`src/sv/peak_normalized_histogram_top_defines.svh`:
```
// Assertion macros for the peak-normalised histogram.
`ifndef PEAK_NORMALIZED_HISTOGRAM_TOP_DEFINES_SVH
`define PEAK_NORMALIZED_HISTOGRAM_TOP_DEFINES_SVH

// Consequent checked in the same cycle as the antecedent.
`define PNH_ASSERT_SAME(lbl, ante, cons, msg) \
  lbl: assert property (@(posedge clk) disable iff (rst) (ante) |-> (cons)) \
    else $error(msg);

// Consequent checked in the cycle after the antecedent.
`define PNH_ASSERT_NEXT(lbl, ante, cons, msg) \
  lbl: assert property (@(posedge clk) disable iff (rst) (ante) |=> (cons)) \
    else $error(msg);

`endif

```
`src/sv/pnh_pkg.sv`:
```
// Types and constants shared by the peak-normalised histogram modules.
`default_nettype none
package pnh_pkg;

  localparam int BINS    = 2048;
  localparam int BIN_W   = $clog2(BINS);
  localparam int COUNT_W = 32;
  localparam int SPAN_W  = BIN_W + 1;
  localparam int SUM_W   = COUNT_W + BIN_W;
  localparam int DEN_W   = COUNT_W + SPAN_W;
  localparam int FRAC_W  = 16;
  localparam int LEVEL_W = FRAC_W + 1;
  localparam int DIV_W   = DEN_W + FRAC_W + 1;
  localparam int STEP_W  = 5;
  localparam int QSHIFT  = FRAC_W - BIN_W;

  localparam logic [COUNT_W-1:0] COUNT_MAX = {COUNT_W{1'b1}};

  localparam logic [1:0] ACT_CLEAR  = 2'd0;
  localparam logic [1:0] ACT_SAMPLE = 2'd1;
  localparam logic [1:0] ACT_QUERY  = 2'd2;

  localparam logic [1:0] STAT_OK        = 2'd0;
  localparam logic [1:0] STAT_OUT_RANGE = 2'd1;
  localparam logic [1:0] STAT_BAD_RANGE = 2'd2;
  localparam logic [1:0] STAT_EMPTY     = 2'd3;

  localparam logic REG_RANGE_LOW  = 1'b0;

  typedef enum logic [3:0] {
    ST_CLEAR,
    ST_IDLE,
    ST_CHECK,
    ST_DIV,
    ST_READ,
    ST_UPDATE,
    ST_QSUM,
    ST_QDRAIN,
    ST_QMUL,
    ST_QSTART,
    ST_RESP
  } state_t;

  typedef struct packed {
    logic [1:0]         action;
    logic signed [31:0] sample_value;
    logic [15:0]        query_start;
    logic [15:0]        query_end;
  } in_word_t;

  typedef struct packed {
    logic [16:0] level;
    logic [10:0] bin_index;
    logic [31:0] peak_value;
    logic [1:0]  status;
  } out_word_t;

endpackage
`default_nettype wire

```
`src/sv/pnh_div.sv`:
```
// Restoring divider, one quotient bit per cycle, shared by sample binning and queries.
`default_nettype none
module pnh_div import pnh_pkg::*; (
  input  wire logic               clk,
  input  wire logic               rst,
  input  wire logic               start,
  input  wire logic [DIV_W-1:0]   dividend,
  input  wire logic [DIV_W-1:0]   divisor,
  input  wire logic [STEP_W-1:0]  steps,
  output logic                    done,
  output logic      [LEVEL_W-1:0] quotient
);

  logic [DIV_W-1:0]  rem;
  logic [DIV_W-1:0]  dvs;
  logic [STEP_W-1:0] cnt;
  logic              ge;

  // The divisor enters already shifted to the top quotient bit.
  assign ge = (rem >= dvs);

  always_ff @(posedge clk) begin
    if (rst) begin
      cnt  <= '0;
      done <= 1'b0;
    end else begin
      done <= 1'b0;
      if (start) begin
        cnt <= steps;
      end else if (cnt != '0) begin
        cnt <= cnt - 1'b1;
        if (cnt == STEP_W'(1)) begin
          done <= 1'b1;
        end
      end
    end
  end

  always_ff @(posedge clk) begin
    if (start) begin
      rem      <= dividend;
      dvs      <= divisor;
      quotient <= '0;
    end else if (cnt != '0) begin
      if (ge) begin
        rem <= rem - dvs;
      end
      dvs      <= dvs >> 1;
      quotient <= {quotient[LEVEL_W-2:0], ge};
    end
  end

endmodule
`default_nettype wire

```
`config.mk`:
```
export PLATFORM = sky130hd
export DESIGN_NAME = pnh_div
export DESIGN_NICKNAME = d
export VERILOG_FILES = /design/src/sv/peak_normalized_histogram_top_defines.svh /design/src/sv/pnh_pkg.sv /design/src/sv/pnh_div.sv
export SDC_FILE = /design/constraint.sdc
export NUM_CORES = 1
export LEC_CHECK = 0
export BUFFER_PORTS_ARGS = -buffer_cell sky130_fd_sc_hd__buf_2
export CORE_AREA = 2 2 123 173
export CTS_CLUSTER_DIAMETER = 150
export DETAILED_ROUTE_END_ITERATION = 8
export DIE_AREA = 0 0 125 175
export HOLD_SLACK_MARGIN = 0.02
export PLACE_DENSITY_LB_ADDON = 0.12
export SLEW_MARGIN = 25
export SYNTH_ARGS = -nofsm -noshare
export SYNTH_HDL_FRONTEND = slang
export SYNTH_SLANG_ARGS = --single-unit
export TNS_END_PERCENT = 10
```
`constraint.sdc`:
```
create_clock -name clk -period 6.95 [get_ports clk]
set_input_delay 0 -clock clk [delete_from_list [all_inputs] [get_ports clk]]
set_output_delay 0 -clock clk [all_outputs]
set_load 0.05 [all_outputs]
```
==> metrics.md, run 1 <==
| Metric | Value |
|---|---|
| Outcome | finished clean |
| Row cnt | 62 |
| Hpwl dp | 19.8 mm |
| Vias in the first global route | approximately 9400 |
| IO Pins | roughly 150 |
| TritonCTS buffer count | 17 |
| Register clock-pin slew on the reported worst setup and hold paths | 0.06 ns |
| Longest Clk Path Bufs | 2 |
| TNS Setup | 0 ns |
| Critical Path RT | around 7.0 ns |
| Largest net degree at the start of global routing | around 100 |
| Max-Cap Viols | 0 |
| Initial antenna violation count | 0 |
| N_diodes | 0 |
| Post-CTS Resized | 0 |
| Register area share after synthesis | 0.410 |
| Period utilisation layout | 0.587 |
| CP endpoint kind | flip-flop |
| Synth cell types | slightly above 70 |
| Total design power | ~5.5 mW |
| Setup CP Type | flip-flop to flip-flop |
| Pre-antenna DRT Iters | 7 |
| DR iter-0 viols | approximately 710 |
| Hold WC Path Type | input pin to flip-flop |
| Share of layout cells above drive strength 1 | 0.142 |
| Final min period | ~4.1 ns |
| Routed WL | ~29 mm |
| Leakage power | 5.36 nW |
| Gpl congestion | 0.911 |
| Clk root buf | clkbuf_16 |
| Drt drc | 0 |
| Clock Latency Late Sink | between 0.4 and 0.5 ns |
| RSZ-0062 raised after global routing | false |
| Routed Antenna Nets | 0 |
| CTS tree | built |
| Slew HR | 0.424 |
| First-pass GRT wire length | 46.3 mm |
| Vias per std cell | roughly 5.7 |
| Starting Density | 0.495 |
| Setup violators final | 0 |
| Tot GR Track Use | 0.262 |
| YS warnings | 0 |
| TritonCTS Sinks | roughly 150 |
| Post-Synthesis Cells | 1184 |
| Die area | around 0.022 mm2 |
| Final Max Tran Viols | 0 |
| Final nets | between 1500 and 2000 |
| Chip width | 125 um |
| Wire per inst | 17.0 um |
| FF+latch count, synth | about 150 |
| Max Fanout on Critical Path | 36 |
| Most used DFF post-synth | edfxtp_1 |
| Die Y-Extent | 175 um |
| Post-synth top area share | 0.364 |
| Fmax | around 240 MHz |
| Largest cells by area after synthesis | edfxtp_1 (36%), ha_1 (8.0%), nand2_1 (7.6%), o21ai_0 (6.5%), a21oi_1 (5.6%) |
| P per Cell Area | 428 mW/mm2 |
| Mapped cell area | between 0.01 and 0.015 mm2 |
| Worst reg-to-reg setup slack | roughly 2.9 ns |
| Final hold vios | 0 |
| Syn_nets | 1379 |
| Number of synthesized flops with an enable pin | ~120 |
| Post-route cell area | ~0.013 mm2 |
| Port-buffer cells | between 100 and 150 |
| Core ar. | between 0.02 and 0.025 mm2 |
| Grt total ovfl | 0 |
| VDD IR-drop max | 0.000215 V |
| Syn_area_per_cell | 8.50 um2 |
| Ys async rst share | 0 |
| H-Tree Depth | 4 |
| CP arrival | around 4.2 ns |
| Fillers | approximately 1800 |
| Area grow syn2layout | 27.1% |
| Leading area contributor after synthesis | edfxtp_1 |
| Layout Skew | between 0.008 and 0.009 ns |
| Slew of the pin with the lowest slew margin | 0.862 ns |
| CP Launch Type | flip-flop |
| Via count | between 9000 and 10000 |
| Post-Place Cell Area | roughly 0.011 mm2 |
==> flip-flops by register name (all words and copies together), names as in the netlist <==
signal    flops
dvs          61
done          1
rem          61
quotient     17
cnt           5
==> path summary, 6_finish.rpt <==
kind	startpoint	endpoint	depth (start not counted)
setup / recovery	rem[41]	rem[5]	10
hold / removal	dividend[55]	rem[55]	3
setup reg to reg	rem[41]	rem[5]	10
hold reg to reg	quotient[16]	quotient[16]	2
==> final cells by class <==
cell class / count / area [um2] / share of cell area
multi-input cells: 886 / 5370 / 0.420
clock buffers: 26 / 557 / 0.0435
inverters: 90 / 338 / 0.0264
well taps: 256 / 320 / 0.0251
clock inverters: 6 / 40.0 / 0.00313
flip-flops and latches: 145 / 4120 / 0.323
repair buffers: 278 / 2040 / 0.159
==> synth_stat cells (all sizes together) (5+ instances only) <==
cell	number
or4	5
edfxtp	122
nand2b	5
nor2b	10
or3	5
a311oi	6
a31oi	9
o21ai	150
o21bai	15
a21oi	113
ha	64
nor4	5
buf	14
o31ai	7
nor3	17
a211oi	15
a221oi	5
clkbuf	49
xor2	12
o21a	5
nand3	10
nand4	31
nor2	62
and4	6
dfxtp	23
inv	90
a21o	19
a2111oi	8
nand2	205
o211ai	11
and3	10
xnor2	29
==> cells by family (layout without fill, tap and decap cells) <==
| logic type | count (synthesis) | in the layout | share of synthesized area |
|---|---|---|---|
| AOI/OAI and AO/OA | 390 | 390 | 0.235 |
| adders and majority gates | 65 | 65 | 0.0816 |
| DFF | 145 | 145 | 0.410 |
| and+or+nand+nor | 387 | 387 | 0.176 |
| muxes | 3 | 3 | 0.00336 |
| buffers and inverters | 153 | 400 | 0.0581 |
| xor gates and xnor gates | 41 | 41 | 0.0357 |
==> placed cells by master, fill, tap and decap left out, types with 7 or more instances in the layout <==
cell type,n
a211oi_1,14
a21o_1,18
a21oi_1,112
a31oi_1,8
and3_1,10
buf_2,146
clkbuf_16,20
dfxtp_1,23
dlygate4sd3_1,125
edfxtp_1,122
ha_1,64
inv_1,90
nand2_1,203
nand3_1,10
nand4_1,31
nor2_1,61
nor2b_1,10
nor3_1,17
o211ai_1,11
o21ai_0,131
o21ai_1,18
o21bai_1,15
o31ai_1,7
xnor2_1,29
xor2_1,12
==> through the flow <==
| step | std cells | hold WS [ns] | util | setup WS, ns |
|---|---|---|---|---|
| after floorplan | 1184 | 0.0691 | - | 3.02 |
| after global placement | 1530 | 0.223 | 0.538 | 3.09 |
| after detailed placement | 1530 | 0.240 | 0.538 | 2.90 |
| after CTS | 1687 | 0.0282 | 0.629 | 2.90 |
| after global routing | 1687 | 0.0360 | 0.629 | 2.60 |
| final | 1687 | 0.0541 | 0.629 | 2.87 |
==> routing by layer <==
layer / global-route usage / share of wire / wire length, um / vias up
li1: - / - / - / 4765
met1: 0.325 / 0.42 / 12100 / 4487
met2: 0.466 / 0.50 / 14500 / 278
met3: 0.0438 / 0.051 / 1470 / 44
met4: 0.0806 / 0.021 / 600 / 0
met5: 0 / 0 / 0 / -
==> timing repair <==
action / 4_1_cts / 5_1_grt
endpoints found under the hold margin: 123 / 0
hold buffers: 125 / 0
buffers inserted: 0 / 0
==> worst max-delay path: stages (launching register included) <==
cell and delay [ns]:
edfxtp_1 0.37, ha_1 0.48, nand2_1 0.15, or3_1 0.48, nor4b_1 0.47, a31oi_1 0.17, o211a_1 0.15, o41ai_1 0.07
nand3_1 0.17, nand2_2 0.61, buf_4 0.58
==> report_power, final <==
part | switching [mW] | internal (mW) | leakage (nW)
logic | 1.95 | 1.18 | 3.61
registers | 0.0879 | 1.32 | 1.45
clock network | 0.369 | 0.554 | 0.300
Note: power is estimated with default switching activity, not from simulation.
==> run 2: changes to the inputs <==
==> constraint.sdc (replaced) <==
create_clock -name clk -period 4 [get_ports clk]
set_input_delay 0 -clock clk [delete_from_list [all_inputs] [get_ports clk]]
set_output_delay 0 -clock clk [all_outputs]
set_load 0.05 [all_outputs]
==> run 2 against run 1 <==
Effect of this change: combinational power is 75% higher; critical path type unchanged; largest cell class unchanged; sequential share of layout area is 0.32 points lower; worst setup slack worse by 2.3 ns; register-to-register slack worse by 2.3 ns; first-iteration DRC count is 10% higher.
==> metrics.md, run 2 (synthesis results as in run 1) <==
| Metric | Value |
|---|---|
| Outcome | finished clean |
| Routed Antenna Nets | 0 (unchanged) |
| IO Pins | 148 (unchanged) |
| Worst reg-to-reg setup slack | 0.54 ns (-2.33 ns) |
| Core ar. | 0.0203 mm2 (unchanged) |
| Die area | 0.0219 mm2 (unchanged) |
| Routed WL | 28.8 mm (+0.38%) |
| CP endpoint kind | flip-flop |
| Gpl congestion | 0.913 (+0.27%) |
| Final hold vios | 0 (unchanged) |
| Crit. Startpoint | rem[41] |
| TritonCTS buffer count | 17 (unchanged) |
| Post-CTS Resized | 0 (unchanged) |
| Chip width | 125 um (unchanged) |
| Port-buffer cells | 147 (unchanged) |
| Vias per std cell | 5.67 (about the same) |
| RR Startpoint | rem[41] |
| Max-Cap Viols | 0 (unchanged) |
| Hold endpoint | rem[46] |
| VDD IR-drop max | 0.000357 V (+66%) |
| Row cnt | 62 (unchanged) |
| Setup violators final | 0 (unchanged) |
| Max Fanout on Critical Path | 30 (-17%) |
| CP arrival | 3.59 ns (-0.56 ns) |
| Layout Skew | 0.0108 ns (+0.00236 ns) |
| RSZ-0062 raised after global routing | false |
| CTS tree | built |
| Die Y-Extent | 175 um (unchanged) |
| Most frequent cells in the layout | nand2_1 (203), buf_2 (146), o21ai_0 (131) |
| Slew HR | 0.445 (+0.0217) |
| Area grow syn2layout | 28.4% |
| P per Cell Area | 748 mW/mm2 (+75%) |
| Period utilisation layout | 0.865 (+0.278) |
| Regs by FF count | dvs (61), rem (61), quotient (17) |
| Worst R2R End | rem[24] |
| Final nets | 1620 (+0.43%) |
| Hold WC Path Type | input pin to flip-flop |
| TritonCTS Sinks | 145 (unchanged) |
| Fmax | 289 MHz (+18%) |
| N_diodes | 0 (unchanged) |
| Longest Clk Path Bufs | 2 (unchanged) |
| Via count | 9605 (+0.32%) |
| CP Launch Type | flip-flop |
| Final min period | 3.46 ns (-0.621 ns) |
| Critical Path RT | 4.13 ns (-2.89 ns) |
| Final Max Tran Viols | 0 (unchanged) |
| R2R cell count | 10 (unchanged) |
| Grt total ovfl | 0 (unchanged) |
| Setup CP Type | flip-flop to flip-flop |
| Final core area utilization | 0.635 (+0.00628) |
| Slew of the pin with the lowest slew margin | 0.829 ns (-0.0324 ns) |
| TNS Setup | 0 ns (unchanged) |
| Drt drc | 0 (unchanged) |
| Vias in the first global route | 9449 (unchanged) |
| Tot GR Track Use | 0.262 (about the same) |
| Register clock-pin slew on the reported worst setup and hold paths | 0.07 ns (about the same) |
| First-pass GRT wire length | 46.5 mm (+0.31%) |
| Worst hold stages | 3 (unchanged) |
| Leakage power | 5.43 nW (+1.2%) |
| Starting Density | 0.495 (unchanged) |
| Clk root buf | clkbuf_16 |
| H-Tree Depth | 4 (unchanged) |
| Largest net degree at the start of global routing | 98 (-3.0%) |
| Share of layout cells above drive strength 1 | 0.145 (+0.00348) |
| Hpwl dp | 20.1 mm (+1.4%) |
| DR iter-0 viols | 784 (+10%) |
| Wire per inst | 17.0 um (about the same) |
| Initial antenna violation count | 0 (unchanged) |
| Commonest non-fill, non-tap cell in the layout | nand2_1 |
| Clock Latency Late Sink | 0.44 ns (about the same) |
| Hold_sp | dividend[46] |
| Pre-antenna DRT Iters | 5 (-2) |
[run 2: cell types whose count changed in the layout (fill, tap and decap cells not counted), moves of 3 or more]
| cell | before | now |
|---|---|---|
| inv_8 | 0 | 4 |
| clkbuf_8 | 3 | 0 |
| buf_4 | 6 | 9 |
| inv_6 | 0 | 4 |
[run 2: critical path, cell delays in order (launching register included)]
cell	delay, ns
edfxtp_1	0.37
ha_1	0.49
nand2_1	0.15
or3_1	0.47
nor4b_1	0.44
a31oi_1	0.18
o211a_1	0.16
o211ai_1	0.09
nand3_1	0.13
nand2_2	0.39
buf_12	0.27
[run 2: metal layers]
metal	track usage	vias to the layer above	wire length [um]
met5	0	-	0
met4	0.0991	0	772
met3	0.0395	54	1300
met2	0.472	267	14700
met1	0.315	4503	12000
li1	-	4781	-
[run 2: cell type report]
cell class | instances | area (um2)
clock buffer | 21 | 526
fill | 1761 | 7410
tap | 256 | 320
inverter | 90 | 338
multi-input combinational | 886 | 5360
timing repair buffer | 285 | 2120
sequential | 145 | 4120
clock inverter | 11 | 121
[run 2: how the worst max path moves through the flow]
stage / to / slack, ns / cells after the start
6_report: rem[24] / 0.54 / 10
5_1_grt: rem[21] / 0.31 / 11
4_1_cts: rem[44] / 0.55 / 12
3_5_place_dp: rem[44] / 0.57 / 12
3_3_place_gp: rem[44] / 0.65 / 12
2_1_floorplan: rem[0] / 0.07 / 10
[run 2: metrics by stage]
stage	setup WS (ns)	hold slack (ns)	cells	instance area [um2]	power, mW
detailed placement	0.566	0.238	1535	11000	7.76
floorplan	0.0674	0.0691	1184	10100	6.45
global placement	0.650	0.224	1535	11000	7.72
finish	0.539	0.0619	1694	12900	9.66
CTS	0.548	0.0466	1694	12900	9.63
global route	0.307	0.0729	1694	12900	10.4
[run 2: repair_timing]
action	CTS	global route
hold buffers	127	0
hold endpoints to repair	125	0
setup buffers	0	0
[run 2: where the power goes]
group | switching, mW | internal [mW] | leakage (nW)
clock network | 0.742 | 0.980 | 0.319
logic | 3.39 | 2.11 | 3.65
registers | 0.149 | 2.30 | 1.45
total | 4.28 | 5.38 | 5.43
